## config.mk

```make
export PLATFORM = sky130hd
export DESIGN_NAME = stereo_linear_fade_gain_top
export DESIGN_NICKNAME = d
export VERILOG_FILES = /design/src/rtl/core/slfg_pkg.sv /design/src/rtl/core/slfg_ctrl.sv /design/src/rtl/core/slfg_datapath.sv /design/src/rtl/core/stereo_linear_fade_gain_top.sv
export VERILOG_INCLUDE_DIRS = /design/src /design/src/rtl/core
export SDC_FILE = /design/constraint.sdc
export NUM_CORES = 1
export LEC_CHECK = 0
export BUFFER_PORTS_ARGS = -buffer_cell sky130_fd_sc_hd__buf_2
export CAP_MARGIN = 20
export CORE_MARGIN = 2
export CORE_UTILIZATION = 40
export CTS_BUF_LIST = sky130_fd_sc_hd__clkbuf_16
export DETAILED_ROUTE_END_ITERATION = 7
export GPL_TIMING_DRIVEN = 0
export PLACE_DENSITY = 0.66
export SKIP_LAST_GASP = 1
export SLEW_MARGIN = 30
export SYNTH_ARGS = -nofsm -noshare
export SYNTH_HDL_FRONTEND = slang
export SYNTH_SLANG_ARGS = --single-unit
export TNS_END_PERCENT = 20
```

## constraint.sdc

```tcl
create_clock -name aclk -period 10.1 [get_ports aclk]
set_input_delay 2.02 -clock aclk [delete_from_list [all_inputs] [get_ports aclk]]
set_output_delay 2.02 -clock aclk [all_outputs]
set_load 0.05 [all_outputs]
```

## src/rtl/core/stereo_linear_fade_gain_top_macros.svh

```systemverilog
// Assertion macros shared by the fade gain modules.
// Each macro expects aclk and aresetn to be visible in the module that uses it.
`ifndef STEREO_LINEAR_FADE_GAIN_TOP_MACROS_SVH
`define STEREO_LINEAR_FADE_GAIN_TOP_MACROS_SVH

// Same-cycle implication, checked outside reset.
`define SLFG_ASSERT_IMP(label, ante, cons, msg) \
    label: assert property (@(posedge aclk) disable iff (!aresetn) (ante) |-> (cons)) \
        else $error(msg);

// Next-cycle implication, checked outside reset.
`define SLFG_ASSERT_NEXT(label, ante, cons, msg) \
    label: assert property (@(posedge aclk) disable iff (!aresetn) (ante) |=> (cons)) \
        else $error(msg);

`endif

```

## src/rtl/core/slfg_pkg.sv

```systemverilog
package slfg_pkg;

    // Field widths.
    localparam int SAMPLE_W  = 24;
    localparam int GAIN_W    = 17;
    localparam int FRAC_W    = 16;
    localparam int CFG_W     = 17;
    localparam int PROD_W    = SAMPLE_W + GAIN_W + 1;
    localparam int SHIFT_W   = PROD_W - FRAC_W;

    // One integer quotient bit plus the fraction bits.
    localparam int DIV_STEPS = GAIN_W;
    localparam int CNT_W     = $clog2(DIV_STEPS);

    localparam logic [GAIN_W-1:0] GAIN_ONE  = GAIN_W'(1) << FRAC_W;
    localparam logic [GAIN_W-1:0] GAIN_ZERO = '0;
    localparam logic [CFG_W-1:0]  FADE_LENGTH_RESET = CFG_W'(4096);

    localparam logic signed [SAMPLE_W-1:0] SAMPLE_MAX = {1'b0, {(SAMPLE_W-1){1'b1}}};
    localparam logic signed [SAMPLE_W-1:0] SAMPLE_MIN = {1'b1, {(SAMPLE_W-1){1'b0}}};

    typedef enum logic [1:0] {
        MODE_STOP = 2'd0,
        MODE_IN   = 2'd1,
        MODE_OUT  = 2'd2
    } fade_mode_t;

    typedef enum logic [2:0] {
        ST_IDLE,
        ST_DIV,
        ST_MUL_L,
        ST_MUL_R,
        ST_FIN
    } ctrl_state_t;

    typedef struct packed {
        logic start;
        logic load_sample;
        logic div_step;
        logic mul_left;
        logic mul_right;
        logic load_out;
    } dp_cmd_t;

    typedef struct packed {
        logic need_div;
        logic div_done;
        logic out_free;
    } dp_status_t;

    // Floor shift by the gain fraction, then clamp to a signed sample.
    function automatic logic signed [SAMPLE_W-1:0] sat_sample(
        input logic signed [PROD_W-1:0] prod
    );
        logic signed [SHIFT_W-1:0] shifted;
        logic                      fits;
        shifted = prod[PROD_W-1:FRAC_W];
        fits = (shifted[SHIFT_W-1:SAMPLE_W-1] == '0)
            || (shifted[SHIFT_W-1:SAMPLE_W-1] == '1);
        if (fits) begin
            sat_sample = shifted[SAMPLE_W-1:0];
        end else if (shifted[SHIFT_W-1]) begin
            sat_sample = SAMPLE_MIN;
        end else begin
            sat_sample = SAMPLE_MAX;
        end
    endfunction

endpackage

```

## src/rtl/core/slfg_ctrl.sv

```systemverilog
`include "stereo_linear_fade_gain_top_macros.svh"

module slfg_ctrl
    import slfg_pkg::*;
(
    input  logic       aclk,
    input  logic       aresetn,
    input  logic       s_tvalid,
    output logic       s_tready,
    input  logic       kind,
    input  dp_status_t status,
    output dp_cmd_t    cmd
);

    ctrl_state_t state_reg;
    ctrl_state_t state_next;
    logic        accept;

    // State register.
    always_ff @(posedge aclk) begin
        if (!aresetn) begin
            state_reg <= ST_IDLE;
        end else begin
            state_reg <= state_next;
        end
    end

    assign s_tready = (state_reg == ST_IDLE);
    assign accept   = s_tvalid && s_tready;

    // Next state and datapath commands.
    always_comb begin
        state_next = state_reg;
        cmd        = '0;
        case (state_reg)
            ST_IDLE: begin
                if (accept) begin
                    if (kind) begin
                        cmd.start = 1'b1;
                    end else begin
                        cmd.load_sample = 1'b1;
                        state_next = status.need_div ? ST_DIV : ST_MUL_L;
                    end
                end
            end
            ST_DIV: begin
                cmd.div_step = 1'b1;
                if (status.div_done) begin
                    state_next = ST_MUL_L;
                end
            end
            ST_MUL_L: begin
                cmd.mul_left = 1'b1;
                state_next = ST_MUL_R;
            end
            ST_MUL_R: begin
                cmd.mul_right = 1'b1;
                state_next = ST_FIN;
            end
            ST_FIN: begin
                if (status.out_free) begin
                    cmd.load_out = 1'b1;
                    state_next = ST_IDLE;
                end
            end
            default: begin
                state_next = ST_IDLE;
            end
        endcase
    end

    `SLFG_ASSERT_NEXT(a_held_gain_skips_div, cmd.load_sample && !status.need_div, state_reg == ST_MUL_L, "sample without division did not go to multiply")
    `SLFG_ASSERT_NEXT(a_fin_returns_idle, (state_reg == ST_FIN) && status.out_free, s_tready, "controller did not return to idle after output load")

endmodule

```

## src/rtl/core/slfg_datapath.sv

```systemverilog
`include "stereo_linear_fade_gain_top_macros.svh"

module slfg_datapath
    import slfg_pkg::*;
#(
    parameter int MAX_FADE_LENGTH = 65536
) (
    input  logic                       aclk,
    input  logic                       aresetn,
    input  logic                       cfg_wr_en,
    input  logic [CFG_W-1:0]           cfg_wr_data,
    input  logic                       fade_direction,
    input  logic signed [SAMPLE_W-1:0] left_in,
    input  logic signed [SAMPLE_W-1:0] right_in,
    input  dp_cmd_t                    cmd,
    output dp_status_t                 status,
    output logic                       m_valid,
    input  logic                       m_ready,
    output logic signed [SAMPLE_W-1:0] left_out,
    output logic signed [SAMPLE_W-1:0] right_out,
    output logic                       fade_active
);

    localparam int          LEN_RAW  = $clog2(MAX_FADE_LENGTH + 1);
    localparam int          LEN_W    = (LEN_RAW < CFG_W) ? LEN_RAW : CFG_W;
    localparam logic [31:0] MAX_LEN32 = 32'(MAX_FADE_LENGTH);

    logic [CFG_W-1:0]           fade_length_reg;
    fade_mode_t                 mode_reg;
    logic [LEN_W-1:0]           pos_reg;
    logic [GAIN_W-1:0]          held_gain_reg;
    logic [GAIN_W-1:0]          gain_reg;
    logic                       act_reg;
    logic signed [SAMPLE_W-1:0] left_reg;
    logic signed [SAMPLE_W-1:0] right_reg;
    logic [LEN_W:0]             rem_reg;
    logic [GAIN_W-1:0]          quo_reg;
    logic [CNT_W-1:0]           div_cnt_reg;
    logic signed [PROD_W-1:0]   prod_reg;
    logic signed [SAMPLE_W-1:0] left_res_reg;
    logic                       m_valid_reg;
    logic signed [SAMPLE_W-1:0] m_left_reg;
    logic signed [SAMPLE_W-1:0] m_right_reg;
    logic                       m_active_reg;

    logic [LEN_W-1:0]           len_eff;
    logic                       fading;
    logic                       at_end;
    logic [LEN_W-1:0]           pos_inc;
    logic [LEN_W-1:0]           num;
    logic [GAIN_W-1:0]          final_gain;
    logic [LEN_W:0]             trial;
    logic                       qbit;
    logic signed [SAMPLE_W-1:0] mul_a;
    logic signed [PROD_W-1:0]   product;

    // Effective ramp length, clamped to 1 .. MAX_FADE_LENGTH.
    always_comb begin
        if (fade_length_reg == '0) begin
            len_eff = LEN_W'(1);
        end else if (32'(fade_length_reg) > MAX_LEN32) begin
            len_eff = LEN_W'(MAX_FADE_LENGTH);
        end else begin
            len_eff = fade_length_reg[LEN_W-1:0];
        end
    end

    // Fade decisions from the current state.
    assign fading     = (mode_reg == MODE_IN) || (mode_reg == MODE_OUT);
    assign at_end     = (pos_reg >= len_eff);
    assign pos_inc    = pos_reg + LEN_W'(1);
    assign num        = (mode_reg == MODE_IN) ? pos_reg : (len_eff - pos_reg);
    assign final_gain = (mode_reg == MODE_IN) ? GAIN_ONE : GAIN_ZERO;

    // Restoring division step: the first step takes the integer bit unshifted.
    assign trial = (div_cnt_reg == '0) ? rem_reg : {rem_reg[LEN_W-1:0], 1'b0};
    assign qbit  = (trial >= {1'b0, len_eff});

    // Shared multiplier, one channel per cycle.
    assign mul_a   = cmd.mul_right ? right_reg : left_reg;
    assign product = mul_a * $signed({1'b0, gain_reg});

    assign status.need_div = fading && !at_end;
    assign status.div_done = (div_cnt_reg == CNT_W'(DIV_STEPS - 1));
    assign status.out_free = !m_valid_reg || m_ready;

    // Configuration and fade control state.
    always_ff @(posedge aclk) begin
        if (!aresetn) begin
            fade_length_reg <= FADE_LENGTH_RESET;
            mode_reg        <= MODE_STOP;
            pos_reg         <= '0;
            held_gain_reg   <= GAIN_ZERO;
        end else begin
            if (cfg_wr_en) begin
                fade_length_reg <= cfg_wr_data;
            end
            if (cmd.start) begin
                mode_reg <= fade_direction ? MODE_OUT : MODE_IN;
                pos_reg  <= '0;
            end else if (cmd.load_sample && fading) begin
                if (at_end || (pos_inc >= len_eff)) begin
                    held_gain_reg <= final_gain;
                    mode_reg      <= MODE_STOP;
                end
                if (!at_end) begin
                    pos_reg <= pos_inc;
                end
            end
        end
    end

    // Sample latch, gain choice and serial division.
    always_ff @(posedge aclk) begin
        if (cmd.load_sample) begin
            left_reg    <= left_in;
            right_reg   <= right_in;
            rem_reg     <= {1'b0, num};
            quo_reg     <= '0;
            div_cnt_reg <= '0;
            if (!fading) begin
                gain_reg <= held_gain_reg;
                act_reg  <= 1'b0;
            end else if (at_end) begin
                gain_reg <= final_gain;
                act_reg  <= 1'b0;
            end else begin
                act_reg <= (pos_inc < len_eff);
            end
        end else if (cmd.div_step) begin
            rem_reg     <= qbit ? (trial - {1'b0, len_eff}) : trial;
            quo_reg     <= {quo_reg[GAIN_W-2:0], qbit};
            div_cnt_reg <= div_cnt_reg + CNT_W'(1);
            if (status.div_done) begin
                gain_reg <= {quo_reg[GAIN_W-2:0], qbit};
            end
        end
    end

    // Product register and left result.
    always_ff @(posedge aclk) begin
        if (cmd.mul_left || cmd.mul_right) begin
            prod_reg <= product;
        end
        if (cmd.mul_right) begin
            left_res_reg <= sat_sample(prod_reg);
        end
    end

    // Output register.
    always_ff @(posedge aclk) begin
        if (!aresetn) begin
            m_valid_reg <= 1'b0;
        end else if (cmd.load_out) begin
            m_valid_reg <= 1'b1;
        end else if (m_ready) begin
            m_valid_reg <= 1'b0;
        end
    end

    always_ff @(posedge aclk) begin
        if (cmd.load_out) begin
            m_left_reg   <= left_res_reg;
            m_right_reg  <= sat_sample(prod_reg);
            m_active_reg <= act_reg;
        end
    end

    assign m_valid     = m_valid_reg;
    assign left_out    = m_left_reg;
    assign right_out   = m_right_reg;
    assign fade_active = m_active_reg;

    `SLFG_ASSERT_IMP(a_div_rem_bound, cmd.div_step && (div_cnt_reg != '0), rem_reg < {1'b0, len_eff}, "division remainder not below the length")
    `SLFG_ASSERT_IMP(a_active_needs_mode, cmd.load_out && act_reg, mode_reg != MODE_STOP, "active result while fade is stopped")

endmodule

```

## src/rtl/core/stereo_linear_fade_gain_top.sv

```systemverilog
// Channel   Ports                         Contents
// input     s_tvalid/s_tready/s_tdata     requests: sample pair or fade start
//           s_tuser                       kind
// output    m_tvalid/m_tready/m_tdata     scaled sample pair and fade status
// config    cfg_wr_en/cfg_wr_data         fade_length
//
// A sample during a fade takes 17 steps of the serial gain divider, then the left
// and right products on the shared multiplier, then the output register load.
// A sample with a held gain skips the divider; a fade start only sets the mode.
// One request is worked on at a time; the next is taken once the result sits in
// the output register, which holds while m_tready is low.
// Reset is synchronous and active low.
module stereo_linear_fade_gain_top
    import slfg_pkg::*;
#(
    parameter int MAX_FADE_LENGTH = 65536
) (
    input  logic             aclk,
    input  logic             aresetn,
    input  logic             cfg_wr_en,
    input  logic [CFG_W-1:0] cfg_wr_data,
    input  logic             s_tvalid,
    output logic             s_tready,
    // [0] fade_direction, [24:1] left_in, [48:25] right_in, [55:49] zero
    input  logic [55:0]      s_tdata,
    // [0] kind
    input  logic             s_tuser,
    output logic             m_tvalid,
    input  logic             m_tready,
    // [23:0] left_out, [47:24] right_out, [48] fade_active, [55:49] zero
    output logic [55:0]      m_tdata
);

    dp_cmd_t                    cmd;
    dp_status_t                 status;
    logic signed [SAMPLE_W-1:0] left_out;
    logic signed [SAMPLE_W-1:0] right_out;
    logic                       fade_active;

    // Sequencer.
    slfg_ctrl u_ctrl (
        .aclk     (aclk),
        .aresetn  (aresetn),
        .s_tvalid (s_tvalid),
        .s_tready (s_tready),
        .kind     (s_tuser),
        .status   (status),
        .cmd      (cmd)
    );

    // Gain divider, multiplier and output register.
    slfg_datapath #(
        .MAX_FADE_LENGTH (MAX_FADE_LENGTH)
    ) u_datapath (
        .aclk           (aclk),
        .aresetn        (aresetn),
        .cfg_wr_en      (cfg_wr_en),
        .cfg_wr_data    (cfg_wr_data),
        .fade_direction (s_tdata[0]),
        .left_in        (s_tdata[24:1]),
        .right_in       (s_tdata[48:25]),
        .cmd            (cmd),
        .status         (status),
        .m_valid        (m_tvalid),
        .m_ready        (m_tready),
        .left_out       (left_out),
        .right_out      (right_out),
        .fade_active    (fade_active)
    );

    assign m_tdata = {7'b0, fade_active, right_out, left_out};

endmodule

```

# After elaboration in Yosys (flattened, before gate mapping)
# Cells that the tools add are included.
# W data, S select, Z words.
[totals]
register_bits = 277
latchBits = 0
ramBits = 0
rom_bits = 0
input_bits = 79
out_inout_bits = 58
wordCells = 109
n_memories = 0
[op_classes]
n_addsub = 4
n_mul = 1
div = 0
order_cmp = 5
n_eq_ne = 13
n_shift = 0
n_mux = 37
n_bitwise = 4
reduce_logical = 26
[ops]
columns = ["operator", "count"]
rows = [
  ["$mux W17", 11],
  ["$mux W24", 3],
  ["$mul A24 B18 Y42", 1],
  ["$mux W18", 2],
  ["$ge A17 B17 Y1", 2],
  ["$ge A18 B17 Y1", 1],
  ["$sub A18 B17 Y18", 1],
  ["$add A17 B1 Y17 const B", 1],
  ["$gt A17 B17 Y1 const B", 1],
  ["$logic_not A17 Y1", 1],
  ["$lt A17 B17 Y1", 1],
  ["$sub A17 B17 Y17", 1],
  ["$pmux W3 S5", 1],
  ["$mux W2", 7],
  ["$mux W3", 4],
  ["$reduce_bool A2 Y1", 5],
  ["$mux W1", 9],
  ["$ne A2 B2 Y1 const B", 4],
  ["$eq A3 B2 Y1 const B", 2],
  ["$eq A3 B3 Y1 const B", 2],
  ["$logic_not A3 Y1", 2],
  ["$reduce_and A3 Y1", 2],
  ["$add A5 B1 Y5 const B", 1],
  ["$eq A5 B5 Y1 const B", 1],
  ["12 further kinds", 24],
]

# Logic depth before layout (Yosys ltp)
# Gate-level depths: netlist of run 1.
[depth]
depth_word = 10
mapped_depth = 31
depth_no_buf = 28

# By module
# A second synthesis of run 1 with hierarchy kept.
[hier_totals]
hier_cells = 2588
area_unflattened_um2 = 26013.7
[modules_own_cells]
columns = ["module", "instances", "cells_each", "area_per_inst_um2", "seq_area_each_um2"]
rows = [
  ["slfg_datapath", 1, 2551, 25735.9, 6666.4],
  ["slfg_ctrl", 1, 28, 214.0, 60.1],
  ["stereo_linear_fade_gain_top", 1, 9, 63.8, 0.0],
]

# Worst setup path after synthesis of run 1
# Ideal clock, no wire load.
[synth_timing]
path_type = "register -> register"
startpoint = "reg u_ctrl.state_reg[1]"
endpoint = "reg u_datapath.prod_reg[30] (data pin)"
setup_time_ns = 0.261
t_arrival_ns = 8.939
setup_slack_ns = 0.900
stages_incl_launch_ff = 27
synth_period_minus_slack_ns = 9.200
path_cell_list = "dfxtp_1 > nor2b_1 > nand2_1 > inv_1 > buf_1 > nand2_1 > nand2_1 > clkbuf_1 > nand2_1 > fa_1 > fa_1 > fa_1 > inv_1 > fa_1 > fa_1 > inv_1 > fa_1 > inv_1 > ha_1 > and4_1 > nor4b_1 > o311ai_0 > o21ai_1 > a21oi_2 > o21ai_1 > a2111oi_0 > a311o_1"
[synth_via]
elab_chain_len = 4
[synth_rtl]
columns = ["element", "line_no", "rtl"]
rows = [
  ["start: declaration", "slfg_ctrl.sv:15", "ctrl_state_t state_reg;"],
  ["start signal: assignment", "slfg_ctrl.sv:24", "state_reg <= state_next;"],
  ["$eq A3 B2 Y1", "slfg_ctrl.sv:35", "case (state_reg)"],
  ["$mux W1", "slfg_ctrl.sv:35", ""],
  ["$mux W24", "slfg_datapath.sv:80", "assign mul_a = cmd.mul_right ? right_reg : left_reg;"],
  ["$mul A24 B18 Y42", "slfg_datapath.sv:81", "assign product = mul_a * $signed({1'b0, gain_reg});"],
  ["via u_datapath.product[30]", "slfg_datapath.sv:55", "logic signed [PROD_W-1:0] product;"],
  ["end signal: assignment", "slfg_datapath.sv:143", "prod_reg <= product;"],
  ["end: declaration", "slfg_datapath.sv:39", "logic signed [PROD_W-1:0] prod_reg;"],
]
# The timed path passes the listed nets, and every way through them passes these cells.
# A chain may end at the register's enable or synchronous reset.

# Final worst setup path of run 1
# Ends and elaborated chain as after synthesis.

==> results of run 1 <==
==> final cells by class <==
cell class / instances / area [um2]
tap: 855 / 1070
multi-input combinational: 1824 / 17100
clock buffer: 29 / 726
buffer: 104 / 437
timing repair buffer: 126 / 734
fill: 6197 / 35600
antenna: 1 / 2.50
clock inverter: 24 / 243
inverter: 538 / 2020
sequential: 245 / 6730
==> critical path, cell delays in order (launching register included) <==
cell and delay, ps:
dfxtp_1 410, nor2b_4 390, nand2_1 370, inv_1 270, clkbuf_1 540, nand2_1 140, nand2_1 410, clkbuf_1 580
nand2_1 160, fa_1 540, inv_1 60, fa_1 520, fa_1 570, fa_1 450, fa_1 490, inv_1 50
fa_1 540, inv_1 60, ha_1 330, nand2_1 130, nor4b_1 360, o311ai_1 280, o21ai_1 380, a21oi_2 200
o21ai_1 430, a2111oi_0 190, a311o_1 300
==> worst paths after layout <==
| check | from | to | slack [ps] | depth (start not counted) |
|---|---|---|---|---|
| worst min-delay path | u_datapath.left_res_reg[18]$_DFFE_PP_ | u_datapath.left_out[18]$_DFFE_PP_ | 410 | 0 |
| worst max-delay path | u_ctrl.state_reg[1]$_SDFFE_PN0P_ | u_datapath.prod_reg[30]$_DFFE_PP_ | 660 | 26 |
| worst max register to register | u_ctrl.state_reg[1]$_SDFFE_PN0P_ | u_datapath.prod_reg[30]$_DFFE_PP_ | 660 | 26 |
| worst min register to register | u_datapath.left_res_reg[18]$_DFFE_PP_ | u_datapath.left_out[18]$_DFFE_PP_ | 410 | 0 |
==> cell families after synthesis <==
logic type / synth area share
AOI/OAI and AO/OA: 0.0697
xor gates and xnor gates: 0.0278
adders and majority gates: 0.380
buffers and inverters: 0.0936
DFF: 0.257
muxes: 0.0165
other: 0.000143
and+or+nand+nor: 0.155
==> synthesized netlist by cell type, types with 24 or more instances <==
library cell and count:
nor2_1 85, nand2_1 436, o21ai_0 41, ha_1 154, xnor2_1 57, and2_1 201, nor2b_1 25, fa_1 401
a21oi_1 96, edfxtp_1 182, clkbuf_1 88, mux2i_1 24, a21o_1 32, dfxtp_1 63, inv_1 536, xor2_1 26
==> stage by stage <==
| stage | cell area [um2] | setup WS (ps) | util | TNS [ps] | std cells |
|---|---|---|---|---|---|
| floorplan | 26200 | 900 | - | 0 | 2711 |
| finish | 29000 | 660 | 0.449 | 0 | 3746 |
| global placement | 27900 | -3030 | 0.432 | -59570 | 3686 |
| CTS | 29000 | 523 | 0.449 | 0 | 3745 |
| detailed placement | 28000 | 571 | 0.434 | 0 | 3692 |
| global route | 29000 | 40.3 | 0.449 | 0 | 3745 |
==> layer usage <==
layer  track usage  share of wire  up-vias
met5             0              0        -
met1         0.269           0.43     9224
li1              -              -     8759
met4        0.0522          0.025        0
met3        0.0442          0.082      113
met2         0.333           0.46      667
==> run summary, run 1 <==
The die is 260 um wide. The synthesized design spends more area on one cell type than any other, namely fa_1. The synthesized design contains 182 enable-type register cells.

The data arrival time of the worst path was 9760 ps; the initial standard-cell utilization of the core was 0.405. The portion of the clock cycle consumed by the worst path in the final layout is 0.935, and the top-level I/O count is 137. The DRC violations left is 0. The most frequent standard cell in the layout excluding fill and tap cells is inv_1. The number of nets in the layout came out at 3502.

For this run, the number of Yosys warnings is 0. TritonCTS created 29 clock buffers. The run gives 0.257 as the share of synthesized area occupied by flip-flops and latches. The run gives 18800 as the detailed-route via count. The run gives 590 ps as the clock network latency to the later pin of the worst-skew pair.

The area of the die was 67500 um2; the residual overflow from global routing was 0. The worst setup path is launched from a flop. Flip-flop and latch count after synthesis: 245. The tree built by TritonCTS fans out to 245 sinks. The flow ran to the end, and the final reports show no timing, DRC or antenna violations. The die is 260 um tall. CTS placed an instance of clkbuf_16 at the clock tree root.

Post-CTS repair changed the size of 0 cells. Routability-driven placement finished with a final weighted congestion of 0.926. The share of flip-flops with an asynchronous set or reset after synthesis came out at 0. In the post-synthesis netlist, the biggest area contributors are fa_1 31%, edfxtp_1 21%, inv_1 7.7%. The top cell type's share of synthesized area is 0.307. In the synthesized netlist the dominant register cell turns out to be edfxtp_1. The critical path in this run is classified as flop to flop. The layout-stage area growth over the synthesis result is 10.8%. Critical path required time: 10420 ps. The tools report the number of levels the H-tree was split into as 1.

TritonCTS built the clock tree. For this block, the routed nets add up to 66600 um of wire. The maximum clock insertion buffer count was 3.

The run gives 0 as the count of hold-fix buffers inserted at cts. In this run the tool buffered the top-level ports with 120 buffer cells. The run gives 93 as the standard-cell row count. Setup violations remaining at the end of the flow were counted as 0.

After clock tree synthesis, the clock-pin slew on the worst setup and hold paths is 60 ps. The count of nets left with antenna violations after detail routing is 0, and the count of distinct cell types in the synthesized netlist is 75. The clock period could shrink to 9440 ps.

The violation count after the first detailed-routing iteration was 1185; the share of final-layout standard cells stronger than drive strength 1 was 0.0792. The clock arrives with 21.7 ps of skew. The worst setup path is captured at a flop. For the number of instances in the synthesized netlist, the log shows 2705. The path category of the worst min-delay check is flop to flop. The via count of the first global-routing pass came out at 19300. The wire length of the first global-routing pass is 106000 um. The core area is 64600 um2, and the maximum net fanout on the critical path is 10.

At the pin with the least slew margin, the transition time is 914 ps. The mean cell area of the mapped netlist was 9.68 um2; the worst-case hold slack was 410 ps. The number of setup buffers added after CTS was 0. Across the run, the number of max-cap violations was 0. The pre-antenna-repair detailed-routing pass consisted of 5 iterations. The number of flip-flops in the largest register was 26. Setup repair after global routing left no endpoint under its margin.

Entering global routing, the biggest net connects 32 pins. The run gives 0.373 as the worst-case headroom to the max-slew limit. For the combined global-route utilization of all metal layers, the log shows 0.202. Dividing the detail-routed via count by the number of cells gives 5.01.

The run gives 0 as the number of max-slew violations in the final report. Dividing the detail-routed wire length by the instance count gives 17.8 um. Static timing analysis puts the maximum clock frequency at 106 MHz.

For the initial antenna violation count, the log shows 5. The synthesized netlist occupies a cell area of 26200 um2. The final number of hold-violating endpoints is 0. For the estimated wirelength of the detail-placed design, the log shows 54800 um. In the layout the commonest cells are 541 x inv_1, 436 x nand2_1, 401 x fa_1.
Power of run 1 is left out: the tool's default activity adds up to more than one toggle a clock period on the data nets, which glitch-free logic cannot reach.
==> inputs of run 2 (changes only) <==
--- a/config.mk
+++ b/config.mk
@@ -6,6 +6,7 @@
 export SDC_FILE = /design/constraint.sdc
 export NUM_CORES = 1
 export LEC_CHECK = 0
+export ABC_AREA = 1
 export BUFFER_PORTS_ARGS = -buffer_cell sky130_fd_sc_hd__buf_2
 export CAP_MARGIN = 20
 export CORE_MARGIN = 2
==> run summary, run 2 <==
The dominant register cell in the synthesized netlist was edfxtp_1 (unchanged). The standard-cell row count was 95 (was 93); the maximum net fanout on the critical path was 10 (unchanged). The die width is 264 um (was 260 um), and the detailed-route via count is 21700 (was 18800). The kind of critical path was flop to flop (unchanged). The Yosys warning count is 0 (unchanged), and the slew at the pin closest to its max-slew limit is 1080 ps (was 914 ps).

The data arrival time of the worst path was 8480 ps (was 9760 ps). TritonCTS built the clock tree. The layout-stage area growth over the synthesis result is 10.1% (was 10.8%).

Setup repair after global routing left no endpoint under its margin. The number of placed instances with taps included was 4232 (was 3692); the met1 track demand over resource in global routing was 0.284 (was 0.269). The netlist area before placement is 27100 um2 (was 26200 um2), and the initial antenna violation count is 0 (was 5). The number of clock sinks was 245 (unchanged); the portion of the clock cycle consumed by the worst path in the final layout was 0.807 (was 0.935).

The count of maximum capacitance violations was 0 (unchanged); the violation count after the first detailed-routing iteration was 1739 (was 1185). The post-CTS resize count was 0 (unchanged). The logs give 44 (was 75) for the count of distinct cell types in the synthesized netlist and 10430 ps (was 10420 ps) for the critical path required time. The most instantiated library cell after synthesis is inv_1 (unchanged). The clock network latency to the later pin of the worst-skew pair is 580 ps (was 590 ps). Leading cell types by count after synthesis: 742 x inv_1, 587 x nand2_1, 404 x nor2_1, 401 x fa_1, 182 x edfxtp_1 (was 536 x inv_1, 436 x nand2_1, 401 x fa_1, 201 x and2_1, 182 x edfxtp_1).

The flow ran to the end, and the final reports show no timing, DRC or antenna violations. The total clock buffers created by CTS is 29 (unchanged). The cell with the biggest individual delay on the critical path is fa_1 (was clkbuf_1). The share of final-layout standard cells stronger than drive strength 1 works out to 0.0753 (was 0.0792).

Wire length of the first global-routing pass: 124000 um (was 106000 um). The area occupied by multi-input gates came out at 17200 um2 (was 17100 um2). Cell accounting for the most synthesized area: fa_1 (unchanged).

The weighted congestion at the end of routability-driven global placement is 0.975 (was 0.926), and the number of max-slew violations in the final report is 0 (unchanged). Top-level I/O count: 137 (unchanged). The path category of the worst min-delay check was flop to flop (unchanged). The tools report the sort of element at the end of the critical path as a flop (unchanged).

The initial standard-cell utilization of the core came out at 0.404 (was 0.405). The critical path goes through nand2_1 -> nor2_2 -> inv_2 -> o21ai_1 -> buf_2 -> nor2_1 -> fa_1 -> fa_1 -> inv_1 -> fa_1 -> inv_1 -> fa_1 -> inv_1 -> fa_1 -> inv_1 -> ha_1 -> nand2_1 -> nor2_1 -> inv_1 -> nor4_1 -> nand4_1 -> nand4_1 -> nand2_1. The DRC violations left was 0 (unchanged); the maximum frequency from static timing analysis was 123 MHz (was 106 MHz).

The length of the first detailed-routing pass in iterations came out at 6 (was 5). The share of synthesized area occupied by flip-flops and latches is 0.248 (was 0.257). The number of buffers and inverters on the critical path is 7 (was 6).

The most frequent standard cell in the layout excluding fill and tap cells is inv_1 (unchanged). The top cell type's share of synthesized area works out to 0.296 (was 0.307). The final non-filler cell total was 4286 (was 3746).

The number of nets in the layout is 4024 (was 3502), and the clock-pin slew reported for the worst setup and hold paths after clock tree synthesis is 60 ps (about the same). Flip-flop and latch area: 6730 um2 (unchanged). The tools report the residual overflow from global routing as 0 (unchanged). Top cells by area, synth: fa_1 30%, edfxtp_1 20%, inv_1 10% (was fa_1 31%, edfxtp_1 21%, inv_1 7.7%). The final number of hold-violating endpoints came out at 0 (unchanged).

The tools report the area of the die as 69900 um2 (was 67500 um2). The family with the most delay on the worst path is adder cells (unchanged). The setup skew after layout came out at 23.2 ps (was 21.7 ps). The maximum number of pins on one net before global-route repair is 34 (was 32), and the maximum clock insertion buffer count is 3 (unchanged). The count of nets left with antenna violations after detail routing is 0 (unchanged). The critical path launch point type is a flop (unchanged).

The final-layout fill cell count was 6632 (was 6197); the final-layout setup total negative slack was 0 ps (unchanged). The clock period minus final worst setup slack works out to 8150 ps (was 9440 ps). The count of inserted antenna diode cells came out at 0 (was 1). The estimated wirelength of the detail-placed design is 64200 um (was 54800 um). Most used cells in the layout excluding fill and tap cells: 748 x inv_1, 587 x nand2_1, 403 x nor2_1 (was 541 x inv_1, 436 x nand2_1, 401 x fa_1).

The worst-case headroom to the max-slew limit was 0.281 (was 0.373). The number of endpoints failing setup at the final stage is 0 (unchanged), and the flip-flop and latch count after synthesis is 245 (unchanged). The busiest layer in global routing was met2 (unchanged). The height of the die was 264 um (was 260 um). The logs give 417 ps (was 410 ps) for the worst-case hold slack and 3227 (was 2705) for the number of instances in the synthesized netlist. The number of levels the H-tree was split into was 1 (unchanged); the global-route track usage on met2 was 0.409 (was 0.333). The number of setup buffers added after CTS is 0 (unchanged), and the combined global-route utilization of all metal layers is 0.231 (was 0.202).

The met3 usage in global routing came out at 0.0257 (was 0.0442). The peak per-stage delay on the critical path was 940 ps (was 580 ps). The total of buffers placed on input and output ports is 122 (was 120), and the count of flip-flops with a built-in enable after synthesis is 182 (unchanged). The number of flip-flops in the largest register was 26 (unchanged); the detailed-route wire length per cell was 18.3 um (was 17.8 um).

Clock root buffer master: clkbuf_16 (unchanged). The run gives 22600 (was 19300) as the via count of the first global-routing pass. The core area was 67200 um2 (was 64600 um2); the per-cell via count in the routed design was 5.05 (was 5.01).

The mean cell area of the mapped netlist is 8.40 um2 (was 9.68 um2), and the total detailed-routing wirelength is 78500 um (was 66600 um). The count of hold-fix buffers inserted at cts was 0 (unchanged). Share of flip-flops with an asynchronous set or reset after synthesis: 0 (unchanged).
==> run 2: cell types whose count changed in the layout (fill, tap and decap cells not counted), moves of 37 or more <==
| cell | before | now |
|---|---|---|
| nor2_1 | 84 | 403 |
| xnor2_1 | 57 | 19 |
| nand3_1 | 21 | 85 |
| a21oi_1 | 96 | 133 |
| and2_1 | 201 | 1 |
| o21ai_0 | 40 | 133 |
| inv_1 | 541 | 748 |
| nand2_1 | 436 | 587 |
==> run 2: per-stage QoR <==
stage | worst slack [ps] | area, um2 | util
2_1_floorplan | 3470 | 27100 | -
3_3_place_gp | 1330 | 28800 | 0.429
3_5_place_dp | 1970 | 29000 | 0.431
4_1_cts | 2000 | 29900 | 0.444
5_1_grt | 1610 | 29900 | 0.444
6_report | 1950 | 29900 | 0.444
==> run 2: path summary, 6_finish.rpt <==
| check | startpoint | slack, ps | cells after the start | endpoint |
|---|---|---|---|---|
| setup reg to reg | u_ctrl.state_reg[0]$_SDFFE_PN0P_ | 1950 | 23 | u_datapath.prod_reg[39]$_DFFE_PP_ |
| setup / recovery | u_ctrl.state_reg[0]$_SDFFE_PN0P_ | 1950 | 23 | u_datapath.prod_reg[39]$_DFFE_PP_ |
| hold / removal | u_datapath.left_res_reg[18]$_DFFE_PP_ | 420 | 0 | u_datapath.left_out[18]$_DFFE_PP_ |
| hold reg to reg | u_datapath.left_res_reg[18]$_DFFE_PP_ | 420 | 0 | u_datapath.left_out[18]$_DFFE_PP_ |
==> run 2: routing by layer <==
metal	part of all wire	wire length, um
met2	0.49	38300
met4	0.051	4040
met3	0.063	4950
met5	0	0
met1	0.40	31200
==> run 2: layout make-up <==
cell class / count / area share
buffer: 93 / 0.0141
clock buffer: 29 / 0.0243
clock inverter: 25 / 0.00587
inverter: 756 / 0.0951
multi-input combinational: 2139 / 0.575
sequential: 245 / 0.225
tap: 873 / 0.0366
timing repair buffer: 126 / 0.0235
==> run 2: logic make-up after synthesis <==
| logic type | count (synthesis) | synth area share |
|---|---|---|
| AO/OA/AOI/OAI | 335 | 0.0677 |
| XOR/XNOR | 60 | 0.0194 |
| buffers and inverters | 849 | 0.120 |
| adder cells (fa/ha/maj) | 555 | 0.367 |
| AND/OR/NAND/NOR | 1182 | 0.177 |
| flip-flops | 245 | 0.248 |
| other | 1 | 0.000138 |
Power of run 2 is left out for the same reason.
